$ cat config.mk
export PLATFORM = sky130hd
export DESIGN_NAME = scaled_four_digit_seven_segment_driver
export DESIGN_NICKNAME = d
export VERILOG_FILES = /design/src/hw/rtl/sfsd_pkg.sv /design/src/hw/rtl/sfsd_bcd_pipe.sv /design/src/hw/rtl/scaled_four_digit_seven_segment_driver.sv
export SDC_FILE = /design/constraint.sdc
export NUM_CORES = 1
export LEC_CHECK = 0
export ABC_AREA = 0
export CAP_MARGIN = 20
export CELL_PAD_IN_SITES_DETAIL_PLACEMENT = 0
export CELL_PAD_IN_SITES_GLOBAL_PLACEMENT = 1
export CORE_MARGIN = 4
export CORE_UTILIZATION = 35
export DETAILED_ROUTE_END_ITERATION = 6
export DONT_BUFFER_PORTS = 1
export PLACE_DENSITY = 0.6
export SETUP_SLACK_MARGIN = 0.02
export SYNTH_ARGS = -nofsm -noshare
export SYNTH_HDL_FRONTEND = slang
export SYNTH_SLANG_ARGS = --single-unit
$ cat constraint.sdc
create_clock -name clk -period 4.23 [get_ports clk]
set_input_delay 0.846 -clock clk [delete_from_list [all_inputs] [get_ports clk]]
set_output_delay 0.846 -clock clk [all_outputs]
set_load 0.05 [all_outputs]
$ cat src/hw/rtl/sfsd_pkg.sv
// Package for the scaled four-digit seven-segment driver.
// Holds widths, the binary-to-BCD step function and the segment table.
// No dependencies.
package sfsd_pkg;

    localparam int DIGIT_COUNT     = 4;
    localparam int IDX_W           = $clog2(DIGIT_COUNT);
    localparam int BIN_W           = 16;
    localparam int SCALE_W         = 8;
    localparam int BCD_DIGITS      = 5;
    localparam int BCD_W           = 4 * BCD_DIGITS;
    localparam int DD_W            = BCD_W + BIN_W;
    localparam int DD_STAGES       = 4;
    localparam int STEPS_PER_STAGE = BIN_W / DD_STAGES;
    localparam int SEL_W           = 8;
    localparam int SEG_W           = 7;
    localparam logic [SCALE_W-1:0] SCALE_RESET = 8'd71;

    typedef logic [DD_W-1:0] dd_word_t;
    typedef logic [DIGIT_COUNT-1:0][3:0] bcd_digits_t;

    typedef struct packed {
        logic        valid;
        bcd_digits_t digits;
    } bcd_item_t;

    function automatic dd_word_t dd_step(dd_word_t x);
        dd_word_t y;
        y = x;
        for (int d = 0; d < BCD_DIGITS; d++)
        begin
            if (y[BIN_W + 4 * d +: 4] >= 4'd5)
            begin
                y[BIN_W + 4 * d +: 4] = y[BIN_W + 4 * d +: 4] + 4'd3;
            end
        end
        return {y[DD_W-2:0], 1'b0};
    endfunction

    function automatic dd_word_t dd_stage(dd_word_t x);
        dd_word_t y;
        y = x;
        for (int s = 0; s < STEPS_PER_STAGE; s++)
        begin
            y = dd_step(y);
        end
        return y;
    endfunction

    function automatic logic [SEG_W-1:0] seg_pattern(logic [3:0] digit);
        logic [SEG_W-1:0] p;
        unique case (digit)
            4'd0:    p = 7'h3f;
            4'd1:    p = 7'h06;
            4'd2:    p = 7'h5b;
            4'd3:    p = 7'h4f;
            4'd4:    p = 7'h66;
            4'd5:    p = 7'h6d;
            4'd6:    p = 7'h7d;
            4'd7:    p = 7'h07;
            4'd8:    p = 7'h7f;
            4'd9:    p = 7'h6f;
            default: p = '0;
        endcase
        return p;
    endfunction

    function automatic logic [SEL_W-1:0] digit_select(logic [IDX_W-1:0] idx);
        logic [SEL_W-1:0] s;
        s = '1;
        s[idx] = 1'b0;
        return s;
    endfunction

endpackage

$ cat src/hw/rtl/sfsd_bcd_pipe.sv
// Pipelined binary-to-BCD converter, four shift-and-add-3 steps per stage.
// Depends on sfsd_pkg.
module sfsd_bcd_pipe
(
    input  logic                           clk,
    input  logic                           rst_n,
    input  logic                           in_valid,
    output logic                           in_ready,
    input  logic [sfsd_pkg::BIN_W-1:0]     in_value,
    output sfsd_pkg::bcd_item_t            out_item,
    input  logic                           out_ready
);

    localparam int N = sfsd_pkg::DD_STAGES;

    logic                 valid_reg [N];
    sfsd_pkg::dd_word_t   data_reg  [N];
    logic                 stage_rdy [N+1];
    sfsd_pkg::dd_word_t   stage_in  [N];
    logic                 valid_in  [N];

    assign stage_rdy[N] = out_ready;
    assign in_ready     = stage_rdy[0];

    for (genvar i = 0; i < N; i++)
    begin : g_stage
        assign stage_rdy[i] = !valid_reg[i] || stage_rdy[i+1];

        if (i == 0)
        begin : g_first
            assign stage_in[i] = {{sfsd_pkg::BCD_W{1'b0}}, in_value};
            assign valid_in[i] = in_valid;
        end
        else
        begin : g_next
            assign stage_in[i] = data_reg[i-1];
            assign valid_in[i] = valid_reg[i-1];
        end

        always_ff @(posedge clk or negedge rst_n)
        begin
            if (!rst_n)
            begin
                valid_reg[i] <= 1'b0;
            end
            else if (stage_rdy[i])
            begin
                valid_reg[i] <= valid_in[i];
            end
        end

        always_ff @(posedge clk)
        begin
            if (stage_rdy[i] && valid_in[i])
            begin
                data_reg[i] <= sfsd_pkg::dd_stage(stage_in[i]);
            end
        end
    end

    assign out_item.valid = valid_reg[N-1];

    for (genvar k = 0; k < sfsd_pkg::DIGIT_COUNT; k++)
    begin : g_digit
        assign out_item.digits[k] =
            data_reg[N-1][sfsd_pkg::BIN_W + 4 * (sfsd_pkg::DIGIT_COUNT - 1 - k) +: 4];
    end

endmodule

$ cat src/hw/rtl/scaled_four_digit_seven_segment_driver.sv
// Top level of the scaled four-digit seven-segment driver.
// Depends on sfsd_pkg and sfsd_bcd_pipe.
//
// Channel  Dir  Handshake           Payload
// s_*      in   s_tvalid/s_tready   s_tdata[15:0] speed_count
// m_*      out  m_tvalid/m_tready   m_tdata[7:0] digit_select_n, [14:8] segments; tlast
// cfg_*    in   cfg_wr_en           cfg_wr_data[7:0] speed_scale
//
// Each transfer in yields four transfers out, thousands first, and the output
// serializer sets how often a new count can be taken. From input to the first
// digit a count passes one multiply stage, four conversion stages and the
// serializer. Reset sets the scale to 71 and empties all stages. A stall on the
// output holds every stage without loss.
module scaled_four_digit_seven_segment_driver
(
    input  logic                                 clk,
    input  logic                                 rst_n,
    input  logic                                 cfg_wr_en,
    input  logic [sfsd_pkg::SCALE_W-1:0]         cfg_wr_data,
    input  logic                                 s_tvalid,
    output logic                                 s_tready,
    input  logic [15:0]                          s_tdata,  // speed_count
    output logic                                 m_tvalid,
    input  logic                                 m_tready,
    output logic [15:0]                          m_tdata,  // digit_select_n, segments, pad
    output logic                                 m_tlast   // last_digit
);

    localparam int IW = sfsd_pkg::IDX_W;
    localparam logic [IW-1:0] LAST_IDX = IW'(sfsd_pkg::DIGIT_COUNT - 1);

    logic [sfsd_pkg::SCALE_W-1:0]  scale_reg;
    logic                          mult_valid_reg;
    logic [sfsd_pkg::BIN_W-1:0]    scaled_reg;
    logic                          mult_ready;
    logic                          pipe_in_ready;
    logic [sfsd_pkg::BIN_W+sfsd_pkg::SCALE_W-1:0] product;
    sfsd_pkg::bcd_item_t           pipe_item;
    logic                          ser_ready;
    logic                          ser_take;
    logic                          out_fire;
    logic                          ser_valid_reg;
    logic [IW-1:0]                 idx_reg;
    logic [sfsd_pkg::SEG_W-1:0]    seg_reg [sfsd_pkg::DIGIT_COUNT];

    always_ff @(posedge clk or negedge rst_n)
    begin
        if (!rst_n)
        begin
            scale_reg <= sfsd_pkg::SCALE_RESET;
        end
        else if (cfg_wr_en)
        begin
            scale_reg <= cfg_wr_data;
        end
    end

    assign mult_ready = !mult_valid_reg || pipe_in_ready;
    assign s_tready   = mult_ready;
    assign product    = s_tdata * scale_reg;

    always_ff @(posedge clk or negedge rst_n)
    begin
        if (!rst_n)
        begin
            mult_valid_reg <= 1'b0;
        end
        else if (mult_ready)
        begin
            mult_valid_reg <= s_tvalid;
        end
    end

    always_ff @(posedge clk)
    begin
        if (mult_ready && s_tvalid)
        begin
            scaled_reg <= product[sfsd_pkg::BIN_W-1:0];
        end
    end

    sfsd_bcd_pipe u_bcd_pipe
    (
        .clk       (clk),
        .rst_n     (rst_n),
        .in_valid  (mult_valid_reg),
        .in_ready  (pipe_in_ready),
        .in_value  (scaled_reg),
        .out_item  (pipe_item),
        .out_ready (ser_ready)
    );

    assign out_fire  = ser_valid_reg && m_tready;
    assign ser_ready = !ser_valid_reg || (out_fire && idx_reg == LAST_IDX);
    assign ser_take  = ser_ready && pipe_item.valid;

    always_ff @(posedge clk or negedge rst_n)
    begin
        if (!rst_n)
        begin
            ser_valid_reg <= 1'b0;
            idx_reg       <= '0;
        end
        else if (ser_take)
        begin
            ser_valid_reg <= 1'b1;
            idx_reg       <= '0;
        end
        else if (out_fire && idx_reg == LAST_IDX)
        begin
            ser_valid_reg <= 1'b0;
        end
        else if (out_fire)
        begin
            idx_reg <= idx_reg + IW'(1);
        end
    end

    always_ff @(posedge clk)
    begin
        if (ser_take)
        begin
            for (int k = 0; k < sfsd_pkg::DIGIT_COUNT; k++)
            begin
                seg_reg[k] <= sfsd_pkg::seg_pattern(pipe_item.digits[k]);
            end
        end
    end

    assign m_tvalid = ser_valid_reg;
    assign m_tlast  = (idx_reg == LAST_IDX);
    assign m_tdata  = {1'b0, seg_reg[idx_reg], sfsd_pkg::digit_select(idx_reg)};

    a_digit_advance: assert property (@(posedge clk) disable iff (!rst_n)
        (out_fire && !m_tlast) |=> (m_tvalid && idx_reg == $past(idx_reg) + IW'(1)))
        else $error("Digit index did not advance after a transfer.");

    a_load_start: assert property (@(posedge clk) disable iff (!rst_n)
        ser_take |=> (m_tvalid && idx_reg == '0))
        else $error("A new item did not start at the thousands digit.");

    a_one_select: assert property (@(posedge clk) disable iff (!rst_n)
        m_tvalid |-> $onehot(~m_tdata[sfsd_pkg::SEL_W-1:0]))
        else $error("Digit select does not have exactly one low bit.");

    a_hold_on_stall: assert property (@(posedge clk) disable iff (!rst_n)
        (m_tvalid && !m_tready) |=> (m_tvalid && idx_reg == $past(idx_reg)))
        else $error("Serializer moved while the output was stalled.");

endmodule
; After elaboration in Yosys (flattened, before gate mapping)
; Memories as Yosys holds them, arrays and structs flattened.
; Cells that the tools add are included.
[totals]
elab_cells = 344
mem_bits_ro = 448
inputBits = 29
memories = 6
ramBits = 156
regBits = 32
[memory_table]
columns = memory, depth, word_bits, read_ports, rd_ports_with_merged_regs, write_ports, line_no
row1 = u_bcd_pipe.data_reg, 4, 32, 4, 0, 4, sfsd_bcd_pipe.sv:17  ; sfsd_pkg::dd_word_t data_reg [N];
row2 = (name not given), 16, 7, 1, 0, 0, sfsd_pkg.sv:52  ; unique case (digit)
row3 = (name not given), 16, 7, 1, 0, 0, sfsd_pkg.sv:52
row4 = (name not given), 16, 7, 1, 0, 0, sfsd_pkg.sv:52
row5 = (name not given), 16, 7, 1, 0, 0, sfsd_pkg.sv:52
row6 = seg_reg, 4, 7, 1, 0, 4, scaled_four_digit_seven_segment_driver.sv:44  ; logic [sfsd_pkg::SEG_W-1:0] seg_reg [sfsd_pkg::DIGIT_COUNT];
[op_classes]
eq_ne = 2
reduce_logical = 24
bitwise_logic = 1
n_mul = 1
n_addsub = 70
mux = 160
order_cmp = 71
[op_table]
columns = cell, n
row1 = $mux W4, 115
row2 = $ge A4 B3 Y1 const B, 69
row3 = $add A4 B2 Y4 const B, 57
row4 = $mux W3, 24
row5 = $add A3 B2 Y3 const B, 12
row6 = $mux W7, 4
row7 = $mul A16 B8 Y16, 1
row8 = $mux W1, 13
row9 = $logic_and A1 B1 Y1, 9
row10 = $not A4 Y8, 1
row11 = $logic_not A1 Y1, 6
row12 = $logic_or A1 B1 Y1, 6
row13 = $mux W2, 3
row14 = $lt A2 B4 Y1 const B, 1
row15 = $reduce_bool A2 Y1, 2
row16 = $add A2 B1 Y2 const B, 1
row17 = $demux W1 S2, 1
row18 = $eq A2 B2 Y1 const B, 1
row19 = $ge A2 B1 Y1 const B, 1
row20 = $ne A2 B2 Y1 const B, 1
row21 = $reduce_and A2 Y1, 1

; Logic depth before layout (Yosys ltp)
[depth]
ltp_word = 18
mapped_depth = 23
mapped_depth_nobuf = 23

; By module
; Synthesis repeated with hierarchy kept, for this count alone.
[unflattened]
cells_unflattened = 1210
hier_area_um2 = 11705.0
[modules_own_cells]
columns = module, seq_area_each_um2, cells_per_inst, n_inst, area_each_um2
row1 = sfsd_bcd_pipe, 2202.1, 662, 1, 5995.8
row2 = scaled_four_digit_seven_segment_driver, 1626.6, 548, 1, 5709.2

; Least setup slack after synthesis
; Ideal clock, no wire load.
[synth_timing]
path_kind = in2reg
start = input s_tdata[1]
end = register scaled_reg[15] (netlist bit), data pin
path_buffers = 0
arrival_ns = 4.598
slack_ns = -0.628
setup_time_ns = 0.260
cell_stages = 16
cell_sequence = and2_1 fa_1 fa_1 inv_1 fa_1 fa_1 inv_1 ha_1 inv_1 o21bai_1 and2_1 nor4_1 o41ai_1 a21o_1 a21oi_1 xnor2_1
[synth_via]
elab_chain_cells = 1
[synth_lines]
columns = element, line_no
row1 = start: declaration, scaled_four_digit_seven_segment_driver.sv:22  ; input logic [15:0] s_tdata,
row2 = $mul A16 B8 Y16, scaled_four_digit_seven_segment_driver.sv:60  ; assign product = s_tdata * scale_reg;
row3 = via product (one bit), scaled_four_digit_seven_segment_driver.sv:37  ; logic [sfsd_pkg::BIN_W+sfsd_pkg::SCALE_W-1:0] product;
row4 = end signal: assignment, scaled_four_digit_seven_segment_driver.sv:78  ; scaled_reg <= product[sfsd_pkg::BIN_W-1:0];
row5 = end: declaration, scaled_four_digit_seven_segment_driver.sv:34  ; logic [sfsd_pkg::BIN_W-1:0] scaled_reg;
; The timed path passes the listed nets, and every way through them passes these cells.
; A chain may end at the register's enable or synchronous reset.

; Worst setup path in the final report
[layout_timing]
start = register scale_reg[2] (netlist bit)
end = register scaled_reg[15] (netlist bit), data pin
[layout_via]
elab_chain_cells = 1
[layout_lines]
columns = element, line_no
row1 = start: declaration, scaled_four_digit_seven_segment_driver.sv:32  ; logic [sfsd_pkg::SCALE_W-1:0] scale_reg;
row2 = start signal: assignment, scaled_four_digit_seven_segment_driver.sv:50  ; scale_reg <= sfsd_pkg::SCALE_RESET;
row3 = start signal: assignment, scaled_four_digit_seven_segment_driver.sv:54  ; scale_reg <= cfg_wr_data;
row4 = $mul A16 B8 Y16, scaled_four_digit_seven_segment_driver.sv:60
row5 = via product (one bit), scaled_four_digit_seven_segment_driver.sv:37
; The timed path passes the listed nets, and every way through them passes these cells.

==> out/results.txt <==
Run status: finished, final reports clean
Netlist Area Pre-Place: 11,700 µm²
DR DRC count: 0
Final Hold Fails: 0
WL final: 22,400 µm
Commonest non-fill, non-tap cells in the layout: inv_1, edfxtp_1, ha_1, nand2_1, buf_4
Final Worst Setup Slack: 0.0486 ns
P&R area growth vs syn: 19.3%
TritonRoute pass-1 iters: 4
Leading cell type in the layout, fill and taps excluded: inv_1
Vias: 8,084
Internal: 6620 µW
Critical path data arrival time: 4.36 ns
Unrepaired setup endpoints after global routing: true
Fin nets: 1,453
Worst-path clk slew: 0.06 ns
Measured slew at the worst slew-check pin: 0.791 ns
Number of placement rows: 66
GRT Residual Overflow: 0
Fmax: 0.239 GHz
Hold Path Class: in -> async
GPL Wtd Cong: 0.819
Initial antenna violation count: 0
Sw Ratio: 41.9%
Worst R2R Start: scale_reg[2]
Pre-CTS setup slack: -0.305 ns
Critical path type: reg -> reg
Final Slew Violations: 0
Max cap viols: 0
Clock sinks: 130
DR vias/cell: 4.74
Crit. Startpoint: scale_reg[2]
Clk_skew: 0.00784 ns
Required time worst endpoint: 4.41 ns
Chip height: 191 µm
Port Buffers: 0
Starting density of the core: 35.7%
Max FFs per register: 70
Hold_ws: 0.114 ns
Worst IR Drop VDD: 0.367 mV
All-Layer GR Usage: 12.6%
Nature of the critical path endpoint: flip-flop
Synthesized area per cell: 10.0 µm²
Psw: 4770 µW
I/O pin total: 48
Crit-path max FO: 6
H-Tree Depth: 4
Diodes inserted: 0
Max_slew headroom: 47.2%
Die ar.: 36,300 µm²
Core footprint: 32,700 µm²
Distinct cells, synth: 75
Power per cell area: 819 nW/µm²
Vias in the first global route: 8,081
Yosys top cell area share: 29.4%
Remaining antenna violation count: 0
CTS tree: done
Largest net degree at the start of global routing: 29
R2R Setup Slk: 0.05 ns
Seq/Total Area, Yosys: 32.8%
Die X: 191 µm
Ys async rst share: 12.3%
Mapped Cells: 1,161
Tcrit/Tclk final: 98.9%
Avg WL per Cell: 13.2 µm
Logic gate share of total power: 66.6%
Clock power frac: 13.2%
Post-synth EDFFs: 114
Critical Path Start Type: flip-flop
Clk buf depth: 2
Sequential power share: 20.3%
Largest area contributor in the netlist: edfxtp_1
Placed wire-length estimate: 17,600 µm
Worst skew pair latency: 0.42 ns
LEAKAGE: 0.00599 µW
DRT iter0 DRCs: 270
Minimum clock period: 4.18 ns
Final TNS setup: 0 ns
Share of cells above drive strength 1: 21.3%
Number of synthesized register bits: 130
CTS root buf: clkbuf_16
Top post-synthesis cells by area: edfxtp_1, ha_1, fa_1, inv_1, and2_1
Setup violators final: 0
Synthesis warning total: 0
Tot Pwr: 11,400 µW
Ys flop type: edfxtp_1
Util after Layout: 42.5%
Total clock buffers created by CTS: 17
Fillers: 3,223
First-pass GRT wire length: 37,600 µm
layer usage:
layer,routed length [µm],up-vias,track usage (%)
met1,9720,3827,14.7
met4,357,0,4.14
li1,-,4153,-
met2,11600,82,22.9
met3,745,22,2.45
met5,0,-,0
worst max-delay path, stage by stage, from the launching register on:
cell,delay (ns)
dfstp_2,0.56
buf_12,0.13
nand2_2,0.06
fa_1,0.53
inv_1,0.06
fa_2,0.46
fa_1,0.48
inv_1,0.05
fa_1,0.48
inv_2,0.04
ha_4,0.27
nand3_2,0.09
o41ai_4,0.36
a21o_1,0.18
a21oi_2,0.05
xnor2_1,0.12
cell type report:
| cell class | instances | area, µm² | share of cell area (%) |
|---|---|---|---|
| multi-input cells | 857 | 7630 | 54.9 |
| flip-flops and latches | 130 | 3830 | 27.6 |
| repair buffers | 88 | 689 | 4.96 |
| inverters | 156 | 586 | 4.21 |
| well taps | 442 | 553 | 3.98 |
| clock buffers | 21 | 504 | 3.62 |
| clock inverters | 11 | 113 | 0.810 |
what timing repair did:
item,4_1_cts,5_1_grt
gates resized for setup,7,74
setup buffers,2,22
pin swaps,3,43
setup endpoints to repair,5,37
hold buffers,0,0
power by group through the flow:
stage / Clock, µW / Combinational [µW] / Sequential, µW
after detailed placement: 0 / 7170 / 2340
final: 1500 / 7590 / 2310
after global routing: 1590 / 8620 / 2350
after CTS: 1550 / 7240 / 2310
after global placement: 0 / 7120 / 2340
after floorplan: 0 / 5620 / 2200
cells by family after synthesis:
group	Yosys count	share of synthesized area, %
simple gates	324	14.5
compound gates	238	13.5
buf+inv	177	5.88
fa+ha+maj	174	22.5
flops	130	32.8
mux	64	6.58
xor+xnor	52	4.13
other cells	2	0.0644
through the flow:
step | area (µm²) | std cells
floorplan | 11800 | 1164
global placement | 12800 | 1649
detailed placement | 12800 | 1649
CTS | 13500 | 1683
global route | 13900 | 1705
finish | 13900 | 1705
synth_stat cells, drive strengths merged (4+ instances only):
| cell type | n |
|---|---|
| nor2 | 40 |
| nor2b | 22 |
| and2 | 81 |
| nand3 | 8 |
| nor3 | 15 |
| a2bb2oi | 5 |
| dfstp | 4 |
| mux2 | 15 |
| xor2 | 13 |
| nand2 | 97 |
| a211oi | 11 |
| o311ai | 4 |
| mux4 | 7 |
| a21o | 21 |
| a211o | 4 |
| nand2b | 32 |
| mux2i | 42 |
| buf | 6 |
| a21oi | 52 |
| a21boi | 12 |
| o21ai | 61 |
| xnor2 | 39 |
| o21bai | 11 |
| fa | 60 |
| inv | 156 |
| ha | 114 |
| o211ai | 4 |
| o22ai | 20 |
| a31oi | 4 |
| or2 | 6 |
| o21a | 9 |
| edfxtp | 114 |
| clkbuf | 15 |
| dfrtp | 12 |
| nor3b | 7 |
path summary, 6_finish.rpt:
check	end	cells past startpoint
worst max-delay path	scaled_reg[15]	15
worst max register to register	scaled_reg[15]	15
worst min register to register	u_bcd_pipe.data_reg[0][9]	0
max in group asynchronous	scale_reg[0]	0
worst min-delay path	m_tvalid	0
min in group clk	u_bcd_pipe.data_reg[0][9]	0
Note: power is estimated with default switching activity, not from simulation.
